$ cat src/rtl/core/fxm_div.sv
module fxm_div #(
    parameter int NW = 40,
    parameter int DW = 30,
    parameter int QB = 9
) (
    input  logic          i_clk,
    input  logic          i_rst_n,
    input  logic          i_en,
    input  logic          i_valid,
    input  logic [NW-1:0] i_num,
    input  logic [DW-1:0] i_den,
    input  logic          i_tag,
    output logic          o_valid,
    output logic [QB-1:0] o_quot,
    output logic          o_tag
);
    // restoring division, one quotient bit per stage, top bit first

    logic [NW-1:0] r_n [0:QB-1];
    logic [DW-1:0] r_d [0:QB-1];
    logic [QB-1:0] r_q [0:QB];
    logic          r_t [0:QB];
    logic          r_v [0:QB];

    always_ff @(posedge i_clk) begin
        if (!i_rst_n) begin
            r_v[0] <= 1'b0;
        end else if (i_en) begin
            r_v[0] <= i_valid;
        end
        if (i_en) begin
            r_n[0] <= i_num;
            r_d[0] <= i_den;
            r_q[0] <= '0;
            r_t[0] <= i_tag;
        end
    end

    for (genvar k = 0; k < QB; k++) begin : g_bit
        localparam int B = QB - 1 - k;
        logic [NW-1:0] sh;
        logic          fit;
        assign sh  = NW'(r_d[k]) << B;
        assign fit = (r_n[k] >= sh);
        always_ff @(posedge i_clk) begin
            if (!i_rst_n) begin
                r_v[k+1] <= 1'b0;
            end else if (i_en) begin
                r_v[k+1] <= r_v[k];
            end
            if (i_en) begin
                r_q[k+1] <= {r_q[k][QB-2:0], fit};
                r_t[k+1] <= r_t[k];
            end
        end
        if (k < QB - 1) begin : g_rem
            always_ff @(posedge i_clk) begin
                if (i_en) begin
                    r_n[k+1] <= fit ? (r_n[k] - sh) : r_n[k];
                    r_d[k+1] <= r_d[k];
                end
            end
        end
    end

    assign o_valid = r_v[QB];
    assign o_quot  = r_q[QB];
    assign o_tag   = r_t[QB];

endmodule

$ cat config.mk
export PLATFORM = sky130hd
export DESIGN_NAME = fxm_div
export DESIGN_NICKNAME = d
export VERILOG_FILES = /design/src/rtl/core/fxm_div.sv
export SDC_FILE = /design/constraint.sdc
export NUM_CORES = 1
export LEC_CHECK = 0
export ABC_CLOCK_PERIOD_IN_PS = 3100
export BUFFER_PORTS_ARGS = -buffer_cell sky130_fd_sc_hd__buf_2
export CAP_MARGIN = 25
export CORE_MARGIN = 2
export CORE_UTILIZATION = 45
export CTS_CLUSTER_DIAMETER = 50
export CTS_CLUSTER_SIZE = 30
export DETAILED_ROUTE_END_ITERATION = 12
export RECOVER_POWER = 25
export SLEW_MARGIN = 0
export SYNTH_ARGS = -nofsm -noshare
export SYNTH_HDL_FRONTEND = slang
export SYNTH_SLANG_ARGS = --single-unit
$ cat constraint.sdc
create_clock -name i_clk -period 3.1 [get_ports i_clk]
set_clock_uncertainty 0.15 [all_clocks]
set_input_delay 0.155 -clock i_clk [delete_from_list [all_inputs] [get_ports i_clk]]
set_output_delay 0.155 -clock i_clk [all_outputs]
set_load 0.05 [all_outputs]
Yosys cells after proc, flatten, opt, wreduce, memory -nomap -nowiden --
Memories as Yosys holds them, arrays and structs flattened. Index checks and enable logic that the tools add are counted.
Operators by class: bitwise operators 10, magnitude comparators 9, multiplexer cells 23, add/sub/neg operators 8
Operator list (number):
- $mux 40 | 8
- $ge 40x30->1 | 1
- $ge 40x31->1 | 1
- $ge 40x32->1 | 1
- $ge 40x33->1 | 1
- $ge 40x34->1 | 1
- $ge 40x35->1 | 1
- $ge 40x36->1 | 1
- $ge 40x37->1 | 1
- $ge 40x38->1 | 1
- $sub 40x31->40 | 1
- $sub 40x32->40 | 1
- $sub 40x33->40 | 1
- $sub 40x34->40 | 1
- $sub 40x35->40 | 1
- $sub 40x36->40 | 1
- $sub 40x37->40 | 1
- $sub 40x38->40 | 1
- $mux 1 | 15
- $or 1x1->1 | 10
Storage, ports and cells: output and inout bits 11, memories 5, register bits 0, bits in writable memories 740
Memories:
- r_n | depth 9, bits a word 40, read ports 9, clocked after Yosys merged registers in 0, wr ports 9, line 19 | logic [NW-1:0] r_n [0:QB-1];
- r_d | depth 9, bits a word 30, read ports 9, clocked after Yosys merged registers in 0, wr ports 9, line 20 | logic [DW-1:0] r_d [0:QB-1];
- r_q | depth 10, bits a word 9, read ports 10, clocked after Yosys merged registers in 0, wr ports 10, line 21 | logic [QB-1:0] r_q [0:QB];
- r_t | depth 10, bits a word 1, read ports 10, clocked after Yosys merged registers in 0, wr ports 10, line 22 | logic r_t [0:QB];
- r_v | depth 10, bits a word 1, read ports 10, clocked after Yosys merged registers in 0, wr ports 10, line 23 | logic r_v [0:QB];

Logic depth before layout (Yosys ltp) --
Gate-level depths: netlist of the first run.
depth after elaboration 4, mapped depth 15, mapped depth without buffers 14

Worst setup path before layout of the first run --
OpenSTA, ideal clock, no wires.
kind reg-to-reg, from memory r_n[3][5] (netlist: r_n[0][125]), to memory r_n[4][37] (netlist: r_n[0][197]) (data pin), library setup time 0.259 ns, data required time 2.691 ns, buffers on the path 0, slack -0.219 ns, cell stages (with the launch flop) 14, arrival time 2.910 ns, cell sequence edfxtp_1 > inv_1 > ha_1 > inv_1 > fa_1 > a21oi_1 > o21ai_1 > a2111oi_0 > o31ai_1 > a31oi_1 > o21ai_1 > a31oi_1 > o21ai_0 > xnor2_1
RTL lines (line):
- start, declared | 19

==> metrics.cfg, run 1 <==
[status]
status=complete, but fails checks
violations=setup timing

[routing]
antenna_left=0
dr.pass1.iters=5
via_count=29200
via_per_inst=5.08
drt-total-wl_mm=91.5
drc=0
avgRoutedWirePerCell_um=15.9
drt_iter0_markers=1274

[setup_path]
worst_path_max_delay_cell=edfxtp_1
critical_path.max_fanout=3
crit_required_ns=3.34
slowest_delay_ns=0.41
crit_arrival_ns=3.56
critPathKind=reg -> reg
rrSetupSlack_ns=-0.22
cp-start-kind=flop
crit_chain=inv_2 -> ha_4 -> inv_2 -> fa_2 -> a211oi_2 -> o21ai_1 -> a311o_1 -> o22ai_1 -> buf_4 -> nor4_2 -> nor4b_2 -> buf_4 -> o31ai_4 -> xnor2_1 -> o21ai_1
critPathCaptureType=flop

[sta]
rsz0062_at_grt=yes
fmax_ghz=0.301
hold_violations=0
worst_slew_pin_slew_ns=0.675
setup_ws_ns=-0.217
setup_viol=169
slew_headroom=0.550
post-route-period-util=1.07
period_needed_ns=3.32
maxSlewViolCount=0

[global_route]
grt_pass1_vias=29700
grt-ovfl-total=0
grt_usage=0.197
antenna_found_initial=0
grt_max_degree=72
grt_pass1_wl_mm=143

[logic_synthesis]
avgSynthCellArea_um2=11.0
ys_top_cells_by_area=edfxtp_1 (54%), ha_1 (8.7%), a21oi_1 (4.4%)
syn_area_um2=38900
synth.yosys.warnings=0
yosysSeqAreaShare=0.537
synth_nets=3871
synth_top_area_frac=0.536
synth-seq-cells=695
synth_edf_count=694
yosysUniqueCellTypes=94
ys.flop_type=edfxtp_1
yosysTopAreaCell=edfxtp_1
async_reset_ff_frac=0
netlist_instances=3518

[hold_path]
min-delay-path-class=in -> reg

[finish]
final_cell_area_um2=54300
multiInputGateArea_um2=19000
fill_cells=6738
num_antenna_cells=0
drive_above_1_share=0.341
layoutNonFillerInstCount=5752
final_nets=4884
fin_util=0.636
final_common_cell=buf_4
layout_common_cells=buf_4 (700), edfxtp_1 (694), inv_1 (318)
register_area_um2=20900
area_delta_synth_final_pct=39.9

[clock_tree]
cts_sinks=695
htree_num_levels=3
ctsRootBufferMaster=clkbuf_16
worstSkewPairLatency_ns=0.67
clockBufferDepth=3
cts_tree=yes
cts_buffers=92
clk_pin_slew_ns=0.06

[pwr]
max-vdd-ir-drop_v=0.000601
p_per_area_nw_per_um2=859
leakagePower_nw=22.7

[placed_design]
place_ws_ns=-0.454
place_congestion=0.914
port_buffers=85
dpl_cell_area_um2=45900
hpwlAfterDp_mm=63.6
placed_cells_incl_taps=5366

[floorplanning]
boundaryPins=86
die_w_um=298
die-area_um2=88700
coreArea_um2=85400
start_util=0.455
die_y_um=298
rows=107

[job]
drv_cap=0

==> metrics by stage <==
| step | setup TNS, ns | hold slack [ns] | power, mW |
|---|---|---|---|
| floorplan | 0 | 0.104 | 25.7 |
| global route | -36.70 | 0.00976 | 49.6 |
| global placement | -32.71 | 0.181 | 32.6 |
| finish | -13.67 | 0.0464 | 46.7 |
| CTS | -14.50 | 0.000920 | 45.1 |
| detailed placement | -42.48 | 0.183 | 32.8 |
==> Yosys cell counts (all sizes together), types with 54 or more instances <==
library cell	count
inv	339
xor2	101
nand2	282
ha	270
xnor2	138
clkbuf	54
nand3	55
o21ai	245
edfxtp	694
nor2	244
a21oi	342
a21o	113
==> metal layers <==
metal	GRT usage	wire length [µm]
met5	0	0
met4	0.0867	4140
met3	0.0268	2470
met2	0.367	48200
met1	0.225	36700
==> cell type report <==
class	instances	share of cell area
Sequential cell	695	0.384
Multi-Input combinational cell	2404	0.350
Timing Repair Buffer	999	0.157
Clock buffer	96	0.0426
Tap cell	1144	0.0263
Inverter	339	0.0236
Clock inverter	75	0.0159
==> repair_timing <==
action	in CTS	in global routing
gates resized for setup	342	396
pin swaps	135	186
endpoints found under the hold margin	125	0
gates cloned	14	12
endpoints found under the setup margin	270	264
hold buffers	79	0
setup buffers	83	53
==> registers in the layout, indices dropped and copies added, names as in the netlist <==
name,count
r_q,45
r_v,10
r_d,270
r_n,360
r_t,10
==> logic make-up after synthesis <==
group | count (synthesis) | synth area share
and+or+nand+nor | 882 | 0.110
buffers and inverters | 419 | 0.0421
AOI/OAI and AO/OA | 950 | 0.150
muxes | 55 | 0.0162
DFF | 695 | 0.537
xor gates and xnor gates | 239 | 0.0539
adders and majority gates | 278 | 0.0911
==> where the power goes <==
part	internal (mW)	switching [mW]	leakage, nW
Clock	6.19	4.45	1.52
Combinational	10.9	10.4	14.4
Sequential	13.3	1.35	6.75
==> final timing paths <==
path / cells past startpoint / to / start
max: 15 / r_n[0][310] / r_n[0][242]
min: 2 / r_n[0][27] / i_num[27]
max reg2reg: 15 / r_n[0][310] / r_n[0][242]
min reg2reg: 0 / r_q[4][2] / r_q[3][1]
==> worst max-delay path: cells and delay by family (launching register included) <==
| family | cells | cell delay (ns) |
|---|---|---|
| buf+inv | 4 | 0.45 |
| compound gates | 6 | 1.05 |
| xor+xnor | 1 | 0.17 |
| flops | 1 | 0.41 |
| simple gates | 2 | 0.31 |
| fa+ha+maj | 2 | 0.51 |
Note: power is estimated with default switching activity, not from simulation.
==> run 2, diff against run 1 <==
--- a/config.mk
+++ b/config.mk
@@ -8,7 +8,6 @@
 export ABC_CLOCK_PERIOD_IN_PS = 3100
 export BUFFER_PORTS_ARGS = -buffer_cell sky130_fd_sc_hd__buf_2
 export CAP_MARGIN = 25
-export CORE_MARGIN = 2
 export CORE_UTILIZATION = 45
 export CTS_CLUSTER_DIAMETER = 50
 export CTS_CLUSTER_SIZE = 30
==> run 2 against run 1 <==
The flow still finishes with violations (setup timing). Die area decreased by 1.3%. Register-to-register slack got worse by 0.02 ns. Design area is essentially flat. Worst hold slack better by 0.0056 ns. Flip-flop and latch count stayed put. Non-clock buffer count down 41. Maximum frequency down 0.62%. Setup slack got worse by 0.021 ns. Sequential share of layout area about the same. Count of clock-buffer cells in the layout is 1 higher.
==> metrics.cfg, run 2 (synthesis results as in run 1) <==
[status]
status=complete, but fails checks
violations=setup timing

[sta]
maxSlewViolCount=0  ; unchanged
hold_violations=0  ; unchanged
setup_ws_ns=-0.238  ; -0.0207 ns
worst_slew_pin_slew_ns=0.673  ; -0.00250 ns
totalNegativeSetupSlack_ns=-13.02  ; +0.653 ns
setup_viol=124  ; -27%
post-route-period-util=1.08  ; +0.00667
rsz0062_at_grt=yes
fmax_ghz=0.300  ; -0.62%
period_needed_ns=3.34  ; +0.0207 ns
slew_headroom=0.548  ; -0.00217

[global_route]
grt-ovfl-total=0  ; unchanged
grt_max_degree=74  ; +2.8%
grt_usage=0.206  ; +0.00826
antenna_found_initial=0  ; unchanged
grt_pass1_wl_mm=144  ; +0.75%
grt_pass1_vias=29600  ; -0.56%

[floorplanning]
boundaryPins=86  ; unchanged
start_util=0.456  ; +0.000714
coreArea_um2=85300  ; -0.16%
die_w_um=296  ; -0.67%
rows=107  ; unchanged
die-area_um2=87500  ; -1.3%
die_y_um=296  ; -0.67%

[routing]
drc=0  ; unchanged
via_per_inst=5.12  ; +0.61%
avgRoutedWirePerCell_um=16.2  ; +1.5%
drt-total-wl_mm=92.2  ; +0.74%
via_count=29200  ; -0.15%
antenna_left=0  ; unchanged
drt_iter0_markers=1007  ; -21%
dr.pass1.iters=4  ; -1

[pwr]
leakagePower_nw=22.8  ; +0.32%
max-vdd-ir-drop_v=0.000513  ; -15%
p_per_area_nw_per_um2=864  ; +0.65%

[setup_path]
critical_path_depth=17  ; +2
crit_required_ns=3.34  ; about the same
critPathCaptureType=flop
critical_path.max_fanout=5  ; +2
crit_family=compound AO/OA/AOI/OAI gates
worst-path-buf-inv=6  ; +2
worst_path_max_delay_cell=edfxtp_1
crit_arrival_ns=3.57  ; about the same
critPathKind=reg -> reg
cp-start-kind=flop
rr_worst_depth=17  ; +2
slowest_delay_ns=0.39  ; -0.02 ns
crit_top_cell=buf_12
crit_chain=inv_1 -> ha_2 -> inv_2 -> fa_2 -> a21o_1 -> a21oi_2 -> o21a_1 -> o21ai_2 -> a31oi_4 -> a2111oi_4 -> nor2_4 -> inv_4 -> buf_12 -> buf_12 -> buf_8 -> nand4b_1 -> nand3_1

[finish]
fill_cells=6620  ; -1.8%
layout_common_cells=edfxtp_1 (694), buf_4 (651), inv_1 (316)
register_area_um2=20900  ; unchanged
max_flop_register=r_n
multiInputGateArea_um2=19100  ; +0.53%
area_delta_synth_final_pct=39.8  ; about the same
reg_top3=r_n: 360 flops, r_d: 270 flops, r_q: 45 flops
final_cell_area_um2=54300  ; about the same
drive_above_1_share=0.338  ; -0.00249
largest_reg_flops=360  ; unchanged
final_common_cell=edfxtp_1
final_nets=4841  ; -0.88%
num_antenna_cells=0  ; unchanged
layoutNonFillerInstCount=5709  ; -0.75%

[placed_design]
placed_cells_incl_taps=5319  ; -0.88%
place_congestion=0.915  ; about the same
port_buffers=85  ; unchanged
dpl_cell_area_um2=45500  ; -0.85%
place_ws_ns=-0.480  ; -0.0252 ns
hpwlAfterDp_mm=63.6  ; about the same

[clock_tree]
clockBufferDepth=3  ; unchanged
cts_buffers=90  ; -2.2%
htree_num_levels=3  ; unchanged
cts_tree=yes
cts_sinks=695  ; unchanged
ctsRootBufferMaster=clkbuf_16
worstSkewPairLatency_ns=0.66  ; about the same
clk_pin_slew_ns=0.06  ; about the same

[job]
drv_cap=0  ; unchanged

[hold_path]
hold_depth=2  ; unchanged
min-delay-path-class=in -> reg

run 2: changes by cell type in the layout (fill, tap and decap cells not counted), sizes merged:
cell	change
clkinv	-3
dlygate4sd3	-4
bufinv	+3
clkinvlp	-3
clkbuf	-8
buf	-28
run 2: power by group:
part	leakage (nW)	internal (mW)	total (mW)	switching (mW)
clock network	1.53	6.40	10.8	4.38
registers	6.75	13.3	14.7	1.39
logic	14.5	10.9	21.4	10.6
run 2: what timing repair did:
action                                  CTS  global route
cloned                                   19            11
endpoints found under the setup margin  256           277
endpoints found under the hold margin   130             0
setup buffers                            83            52
pin swaps                               130           188
hold buffers                             75             0
resized for setup                       379           420
run 2: stage by stage:
step / total power [mW] / util / hold WS (ns)
3_3_place_gp: 32.4 / 0.534 / 0.181
4_1_cts: 45.1 / 0.611 / 0.0140
6_report: 46.9 / 0.637 / 0.0520
5_1_grt: 49.8 / 0.637 / 0.0324
2_1_floorplan: 25.7 / - / 0.104
3_5_place_dp: 32.5 / 0.534 / 0.183
run 2: path summary, 6_finish.rpt:
kind              startpoint          end  slack [ns]
setup reg to reg  r_n[0][86]  r_n[0][150]       -0.24
hold / removal      i_den[0]    r_d[0][0]        0.05
setup / recovery  r_n[0][86]  r_n[0][150]       -0.24
hold reg to reg    r_q[7][5]    r_q[8][6]        0.26
run 2: layout make-up:
class | count | share of cell area
Sequential cell | 695 | 0.384
Clock buffer | 97 | 0.0427
Multi-Input combinational cell | 2404 | 0.352
Tap cell | 1144 | 0.0264
Inverter | 339 | 0.0238
Clock inverter | 72 | 0.0160
Timing Repair Buffer | 958 | 0.155
run 2: routing by layer:
| metal | up-vias | wire (µm) | track usage |
|---|---|---|---|
| met5 | - | 0 | 0 |
| met4 | 0 | 4360 | 0.0968 |
| met3 | 248 | 2530 | 0.0268 |
| met2 | 516 | 48400 | 0.386 |
| met1 | 13600 | 36900 | 0.228 |
| li1 | 14900 | - | - |
