==> src/rtl/core/fxm_pkg.sv <==
package fxm_pkg;

    localparam int CMD_W       = 8;
    localparam int HEAD_W      = 16;
    localparam int GAIN_W      = 10;
    localparam int SPEED_W     = 8;
    localparam int GUARD_BITS  = 8;
    localparam int QUOT_BITS   = 9;   // quotient never reaches 512
    localparam int ANGLE_SHIFT = 14;  // angle unit is 1/(100*2^14) degree
    localparam int ANGLE_W     = 30;  // signed residual angle
    localparam int ATAN_LEN    = 24;

    localparam logic signed [CMD_W-1:0] CMD_LIMIT     = 8'sd100;
    localparam logic signed [CMD_W-1:0] CMD_LIMIT_NEG = -8'sd100;
    localparam logic [HEAD_W-1:0] FULL_TURN     = 16'd36000;
    localparam logic [HEAD_W-1:0] QUARTER_TURN  = 16'd9000;
    localparam logic [HEAD_W-1:0] HALF_TURN     = 16'd18000;
    localparam logic [HEAD_W-1:0] THREE_QUARTER = 16'd27000;
    localparam longint GAIN_Q30 = 64'd652032874;  // CORDIC gain K in Q30
    localparam logic [GAIN_W-1:0] GAIN_RESET = 10'd256;
    localparam logic [SPEED_W-1:0] SPEED_MAX = 8'd255;
    localparam int PCT_LIMIT = 100;

    localparam logic [1:0] QUAD_0 = 2'd0;
    localparam logic [1:0] QUAD_1 = 2'd1;
    localparam logic [1:0] QUAD_2 = 2'd2;
    localparam logic [1:0] QUAD_3 = 2'd3;

    typedef longint t_atan_table [0:ATAN_LEN-1];

    localparam t_atan_table ATAN_UNITS = '{
        73728000, 43524180, 22996981, 11673627, 5859466, 2932591,
        1466653, 733371, 366691, 183346, 91673, 45837,
        22918, 11459, 5730, 2865, 1432, 716,
        358, 179, 90, 45, 22, 11
    };

    typedef struct packed {
        logic signed [CMD_W-1:0] strafe;
        logic signed [CMD_W-1:0] forward;
        logic signed [CMD_W-1:0] turn;
    } t_cmd;

    function automatic logic signed [CMD_W-1:0] clamp_cmd(input logic signed [CMD_W-1:0] v);
        logic signed [CMD_W-1:0] r;
        r = v;
        if (v > CMD_LIMIT) r = CMD_LIMIT;
        if (v < CMD_LIMIT_NEG) r = CMD_LIMIT_NEG;
        return r;
    endfunction

endpackage

==> src/rtl/core/fxm_cordic.sv <==
module fxm_cordic #(
    parameter int STAGES = 16,
    parameter int FRAC   = 14
) (
    input  logic                                i_clk,
    input  logic                                i_rst_n,
    input  logic                                i_en,
    input  logic                                i_valid,
    input  logic signed [fxm_pkg::ANGLE_W-1:0]  i_z,
    input  logic [1:0]                          i_quad,
    input  fxm_pkg::t_cmd                       i_cmd,
    output logic                                o_valid,
    output logic signed [FRAC+1:0]              o_cos,
    output logic signed [FRAC+1:0]              o_sin,
    output fxm_pkg::t_cmd                       o_cmd
);
    import fxm_pkg::*;

    localparam int WB = FRAC + GUARD_BITS;
    localparam int XW = WB + 3;
    localparam int CW = FRAC + 2;
    localparam logic signed [XW-1:0] X0 =
        XW'((GAIN_Q30 + (64'sd1 <<< (29 - WB))) >>> (30 - WB));
    localparam logic signed [XW-1:0] HALF_LSB = XW'(64'sd1 <<< (GUARD_BITS - 1));
    localparam logic signed [XW-1:0] ONE      = XW'(64'sd1 <<< FRAC);

    logic signed [XW-1:0]      r_x [0:STAGES];
    logic signed [XW-1:0]      r_y [0:STAGES];
    logic signed [ANGLE_W-1:0] r_z [0:STAGES];
    logic [1:0]                r_q [0:STAGES];
    t_cmd                      r_c [0:STAGES];
    logic                      r_v [0:STAGES];

    always_ff @(posedge i_clk) begin
        if (!i_rst_n) begin
            r_v[0] <= 1'b0;
        end else if (i_en) begin
            r_v[0] <= i_valid;
        end
        if (i_en) begin
            r_x[0] <= X0;
            r_y[0] <= '0;
            r_z[0] <= i_z;
            r_q[0] <= i_quad;
            r_c[0] <= i_cmd;
        end
    end

    // one micro-rotation per stage
    for (genvar i = 0; i < STAGES; i++) begin : g_stage
        localparam logic signed [ANGLE_W-1:0] ATN = ANGLE_W'(ATAN_UNITS[i]);
        logic signed [XW-1:0] dx, dy;
        assign dx = r_y[i] >>> i;
        assign dy = r_x[i] >>> i;
        always_ff @(posedge i_clk) begin
            if (!i_rst_n) begin
                r_v[i+1] <= 1'b0;
            end else if (i_en) begin
                r_v[i+1] <= r_v[i];
            end
            if (i_en) begin
                if (!r_z[i][ANGLE_W-1]) begin
                    r_x[i+1] <= r_x[i] - dx;
                    r_y[i+1] <= r_y[i] + dy;
                    r_z[i+1] <= r_z[i] - ATN;
                end else begin
                    r_x[i+1] <= r_x[i] + dx;
                    r_y[i+1] <= r_y[i] - dy;
                    r_z[i+1] <= r_z[i] + ATN;
                end
                r_q[i+1] <= r_q[i];
                r_c[i+1] <= r_c[i];
            end
        end
    end

    // round off guard bits, clamp to +-1.0, then unfold the quadrant
    logic signed [XW-1:0] xr, yr;
    logic signed [CW-1:0] cr, sr, n_cos, n_sin;

    always_comb begin
        xr = (r_x[STAGES] + HALF_LSB) >>> GUARD_BITS;
        yr = (r_y[STAGES] + HALF_LSB) >>> GUARD_BITS;
        if (xr > ONE) xr = ONE;
        if (xr < -ONE) xr = -ONE;
        if (yr > ONE) yr = ONE;
        if (yr < -ONE) yr = -ONE;
        cr = CW'(xr);
        sr = CW'(yr);
        case (r_q[STAGES])
            QUAD_0: begin n_cos = cr;  n_sin = sr;  end
            QUAD_1: begin n_cos = -sr; n_sin = cr;  end
            QUAD_2: begin n_cos = -cr; n_sin = -sr; end
            QUAD_3: begin n_cos = sr;  n_sin = -cr; end
            default: begin n_cos = cr; n_sin = sr;  end
        endcase
    end

    always_ff @(posedge i_clk) begin
        if (!i_rst_n) begin
            o_valid <= 1'b0;
        end else if (i_en) begin
            o_valid <= r_v[STAGES];
        end
        if (i_en) begin
            o_cos <= n_cos;
            o_sin <= n_sin;
            o_cmd <= r_c[STAGES];
        end
    end

endmodule

==> config.mk <==
export PLATFORM = sky130hd
export DESIGN_NAME = fxm_cordic
export DESIGN_NICKNAME = d
export VERILOG_FILES = /design/src/rtl/core/fxm_pkg.sv /design/src/rtl/core/fxm_cordic.sv
export SDC_FILE = /design/constraint.sdc
export NUM_CORES = 2
export LEC_CHECK = 0
export ABC_AREA = 0
export BUFFER_PORTS_ARGS = -buffer_cell sky130_fd_sc_hd__buf_2
export CAP_MARGIN = 15
export CORE_AREA = 3 3 436 546
export DETAILED_ROUTE_END_ITERATION = 16
export DIE_AREA = 0 0 439 549
export HOLD_SLACK_MARGIN = 0.06
export PLACE_DENSITY = 0.69
export SLEW_MARGIN = 20
export SYNTH_ARGS = -nofsm -noshare
export SYNTH_HDL_FRONTEND = slang
export SYNTH_SLANG_ARGS = --single-unit
==> constraint.sdc <==
create_clock -name i_clk -period 6.8 [get_ports i_clk]
set_input_delay 1.36 -clock i_clk [delete_from_list [all_inputs] [get_ports i_clk]]
set_output_delay 1.36 -clock i_clk [all_outputs]
set_load 0.02 [all_outputs]
Yosys cells after proc, flatten, opt, wreduce, memory -nomap -nowiden
Memories as Yosys holds them, arrays and structs flattened. A register that Yosys moved wholly into a read port is not among the register bits.
Index checks and enable logic that the tools add are counted.
{"block": "op_classes", "eq_ne": 3, "mux": 172, "order_cmp": 4, "addsub": 99, "bitwise_logic": 65, "reduce_logical": 2}
{"op": "25-bit two-way mux", "count": 34}
{"op": "30-bit two-way mux", "count": 16}
{"op": "16-bit case mux with 4 select lines", "count": 2}
{"op": "1-bit two-way mux", "count": 118}
{"op": "1-bit bitwise OR", "count": 65}
{"op": "25-bit by 10-bit adder with 25-bit output", "count": 2}
{"op": "25-bit by 11-bit adder with 25-bit output", "count": 2}
{"op": "25-bit by 12-bit adder with 25-bit output", "count": 2}
{"op": "25-bit by 13-bit adder with 25-bit output", "count": 2}
{"op": "25-bit by 14-bit adder with 25-bit output", "count": 2}
{"op": "25-bit by 15-bit adder with 25-bit output", "count": 2}
{"op": "25-bit by 16-bit adder with 25-bit output", "count": 2}
{"op": "25-bit by 17-bit adder with 25-bit output", "count": 2}
{"op": "25-bit by 18-bit adder with 25-bit output", "count": 2}
{"op": "25-bit by 19-bit adder with 25-bit output", "count": 2}
{"op": "25-bit by 20-bit adder with 25-bit output", "count": 2}
{"op": "25-bit by 21-bit adder with 25-bit output", "count": 2}
{"op": "25-bit by 22-bit adder with 25-bit output", "count": 2}
{"op": "25-bit by 23-bit adder with 25-bit output", "count": 2}
{"op": "25-bit by 24-bit adder with 25-bit output", "count": 2}
{"op": "25-bit by 9-bit adder with 25-bit output, second input constant", "count": 2}
{"op": "25-bit by 15-bit < comparator with 1-bit output, second input constant", "count": 2}
{"op": "25-bit by 10-bit subtractor with 25-bit output", "count": 2}
{"op": "25-bit by 11-bit subtractor with 25-bit output", "count": 2}
{"op": "54 further kinds", "count": 72}
{"block": "word_totals", "ramBits": 1819, "memories": 6, "elab_cells": 353, "output_inout_bits": 57, "register_bits": 32, "inputBits": 60}
{"memory": "r_z", "words": 17, "width": 30, "rd": 16, "rd_ports_with_merged_regs": 0, "wr": 17, "line": "fxm_cordic.sv:29", "text": "logic signed [ANGLE_W-1:0] r_z [0:STAGES];"}
{"memory": "r_x", "words": 17, "width": 25, "rd": 17, "rd_ports_with_merged_regs": 0, "wr": 17, "line": "fxm_cordic.sv:27", "text": "logic signed [XW-1:0] r_x [0:STAGES];"}
{"memory": "r_y", "words": 17, "width": 25, "rd": 17, "rd_ports_with_merged_regs": 0, "wr": 17, "line": "fxm_cordic.sv:28", "text": "logic signed [XW-1:0] r_y [0:STAGES];"}
{"memory": "r_c", "words": 17, "width": 24, "rd": 17, "rd_ports_with_merged_regs": 1, "wr": 17, "line": "fxm_cordic.sv:31", "text": "t_cmd r_c [0:STAGES];"}
{"memory": "r_q", "words": 17, "width": 2, "rd": 17, "rd_ports_with_merged_regs": 0, "wr": 17, "line": "fxm_cordic.sv:30", "text": "logic [1:0] r_q [0:STAGES];"}
{"memory": "r_v", "words": 17, "width": 1, "rd": 17, "rd_ports_with_merged_regs": 1, "wr": 17, "line": "fxm_cordic.sv:32", "text": "logic r_v [0:STAGES];"}

Logic depth before layout (Yosys ltp)
An unclocked memory read counts as a cell.
{"block": "depth", "depth_word": 8, "ltp_mapped": 23, "ltp_nobuf": 22}

Worst setup path after synthesis
OpenSTA, ideal clock, no wires.
{"block": "synth_timing", "path_kind": "input to register", "start": "input port i_en", "end": "memory r_z[2][26] (data pin)", "t_arrival_ns": 5.645, "n_path_buf": 3, "t_required_ns": 6.540, "stages": 16, "path_slack_ns": 0.895, "setup_ns": 0.260, "path_cell_list": "clkbuf_1 clkbuf_1 clkbuf_1 nand2_1 inv_1 ha_1 a21o_1 a21oi_1 o21ai_1 a31o_2 a2111oi_2 o21ai_1 a221oi_1 o22ai_1 o21a_1 xor2_1"}
{"item": "from (decl)", "line": "fxm_cordic.sv:7", "text": "input logic i_en,"}
{"item": "to (decl)", "line": "fxm_cordic.sv:29"}

==> impl_metrics.yaml <==
routing:
  wl_um: 256000
  drc: 0
  vias_per_cell: 5.74
  dr.pass1.iters: 5
  vias: 79600
  post_drt_wl_per_cell_um: 18.4
  ant_nets: 0
  drtIter0Drc: 5046
logic_synthesis:
  syn_area_mm2: 0.112
  synth_top_area_share_pct: 45.5
  synth.avg_cell_area_um2: 10.8
  synth_area_leader_cell: "edfxtp_1"
  synthTopCellsByArea: "edfxtp_1 (45%), ha_1 (12%), xnor2_1 (7.5%)"
  yosysWarnings: 0
  synth_cells: 10400
  synth_edf_count: 1696
  synth_flop_cell: "edfxtp_1"
  yosysSeqAreaShare_pct: 45.5
  synth-async-reset-ratio_pct: 0
  ys_types: 104
  ys_ff_latch: 1698
global_route:
  grt_max_degree: 194
  grt_pass1_vias: 79900
  grt_pass1_wl_um: 411000
  grt_overflow_total: 0
  antenna_found_initial: 1
  grt_usage_pct: 20.8
floorplanning:
  fp.dieW_um: 439
  fp.dieH_um: 549
  initial_core_util_pct: 48.1
  die_area_mm2: 0.241
  core_mm2: 0.233
  rows: 198
  io_pins: 117
cts:
  cts_tree: "yes"
  cts_made_buffers: 189
  post-cts-setup-buffers: 0
  root_buffer: "clkbuf_16"
  postCtsHoldBufs: 0
  h-tree-depth: 4
  cts.path.max_buffers: 4
  clock_latency_ps: 850
  path_clk_slew_ps: 60
  cts_sinks: 1698
  ctsResizeCount: 0
placement:
  place.port_buffers: 116
  post-dp-hpwl_um: 197000
  gp_congestion: 0.927
hold_path:
  min_path_type: "register to register"
  hold_depth: 0
  min_from: "r_c[0][4]"
  holdPathEnd: "r_c[1][4]"
layout:
  area_delta_synth_final_pct: 9.59
  nets: 11800
  final_util_pct: 52.7
  drive_above_1_share_pct: 5.73
  fillers: 20000
timing:
  timing.final.crit_share_pct: 81.4
  worst_slew_pin_slew_ps: 1100
  rsz0062_at_grt: "no"
  fin_tns_setup_ps: 0
  min_period_ps: 5530
  fin_skew_ps: 35.2
  drv_slew: 0
  fmax_mhz: 181
  hold_viol: 0
  setup_viol: 0
  relSlewSlack_pct: 25.1
  finalHoldWorstSlack_ps: 401
critical_path:
  timing.rr.end: "o_cos[12]"
  rr_startpoint: "r_y[16][10]"
  rrSetupSlack_ps: 1270
  cp-start-kind: "register"
  cp.arrival_ps: 6090
  worst_setup_path_end_kind: "register"
  worstPathMaxFanout: 30
  reg2reg_depth: 21
  critical_path_class: "register to register"
  required_ps: 7350
run_status:
  status: "finished, final reports clean"
flow_run:
  cap_violations: 0
[critical path, cell delays in order, from the launching register on]
cell	delay, ps
edfxtp_1	510
and4_1	370
nand2_1	210
o31ai_1	300
nand4_1	210
or2_2	320
ha_1	320
nor3_1	350
o31ai_4	90
o21ai_2	60
buf_4	310
inv_1	90
nand2_1	170
ha_1	500
and3_1	260
nand3_1	200
nor3b_1	330
and3_1	240
a211oi_2	60
xor2_1	160
nor2_1	90
a21oi_1	70
[cells in the final DEF, fill, tap and decap left out, drive strengths merged, types with 29 or more instances in the layout]
| cell | instances |
|---|---|
| or2 | 51 |
| a21oi | 910 |
| a211oi | 111 |
| or3 | 100 |
| nor2 | 778 |
| o21bai | 118 |
| nand4 | 42 |
| and3 | 122 |
| a21o | 303 |
| nand3 | 213 |
| nor4 | 66 |
| buf | 189 |
| nor2b | 123 |
| o211ai | 52 |
| xnor2 | 956 |
| mux2i | 61 |
| a21boi | 29 |
| o31ai | 113 |
| edfxtp | 1696 |
| nand2 | 619 |
| clkinv | 73 |
| o21ai | 564 |
| nand2b | 168 |
| inv | 392 |
| o21a | 161 |
| and2 | 48 |
| fa | 40 |
| ha | 1112 |
| xor2 | 426 |
| o41ai | 48 |
| clkbuf | 211 |
| nor3 | 301 |
| mux2 | 39 |
| a31oi | 85 |
[flip-flops by register name, indices dropped and copies added, names as in the netlist]
name and count:
o_cos 16, r_v 17, r_q 34, o_cmd 24, r_z 450, o_valid 1
r_x 363, r_c 408, o_sin 16, r_y 369
[layout make-up]
cell class / count / area (µm²) / area share, %
Antenna cell: 1 / 2.50 / 0.00204
Clock buffer: 211 / 4830 / 3.94
Clock inverter: 120 / 1400 / 1.14
Inverter: 385 / 1450 / 1.18
Multi-Input combinational cell: 8173 / 59000 / 48.1
Sequential cell: 1698 / 51000 / 41.5
Tap cell: 3100 / 3880 / 3.16
Timing Repair Buffer: 189 / 1210 / 0.983
[cells in the mapped netlist (100+ instances only)]
master / count
ha_1: 1112
nand3_1: 213
nand2b_1: 168
or3_1: 100
and3_1: 122
xnor2_1: 956
a21o_1: 303
nor2b_1: 123
edfxtp_1: 1696
nand2_1: 619
a211oi_1: 110
nor3_1: 300
clkbuf_1: 111
inv_1: 377
xor2_1: 426
o21a_1: 161
o21bai_1: 117
nor2_1: 778
a21oi_1: 908
o21ai_0: 544
o31ai_1: 112
[stage by stage]
| stage | worst slack, ps | area (µm²) | cells |
|---|---|---|---|
| after floorplan | 895 | 112000 | 10400 |
| final | 1270 | 123000 | 13900 |
| after detailed placement | 714 | 116000 | 13500 |
| after global routing | 821 | 123000 | 13900 |
| after CTS | 1290 | 123000 | 13900 |
| after global placement | 740 | 116000 | 13500 |
[worst max-delay path by stage]
stage | start | to | slack (ps)
after detailed placement | i_en | r_x[10][24] | 710
after global routing | r_y[16][10] | o_cos[12] | 820
after floorplan | i_en | r_z[2][26] | 900
final | r_y[16][10] | o_cos[12] | 1270
after CTS | r_y[16][8] | o_cos[12] | 1290
after global placement | i_en | r_x[10][24] | 740
[routing by layer]
metal / global-route usage, % / vias up / wire, µm
met1: 22.6 / 37900 / 98400
met2: 39.8 / 1654 / 136000
met4: 10.0 / 0 / 13000
li1: - / 39400 / -
met3: 2.36 / 642 / 8430
met5: 0 / - / 0
[cell families after synthesis]
| group | count (synthesis) | share of synthesized area (%) |
|---|---|---|
| and+or+nand+nor | 2748 | 11.9 |
| adders and majority gates | 1152 | 13.1 |
| other | 2 | 0.00671 |
| xor gates and xnor gates | 1383 | 10.8 |
| buffers and inverters | 537 | 1.83 |
| AOI/OAI and AO/OA | 2784 | 15.8 |
| muxes | 100 | 0.938 |
| DFF | 1698 | 45.5 |
Power is not shown: default switching activity piles up to over one toggle a cycle in this logic, so the estimate is an artifact.
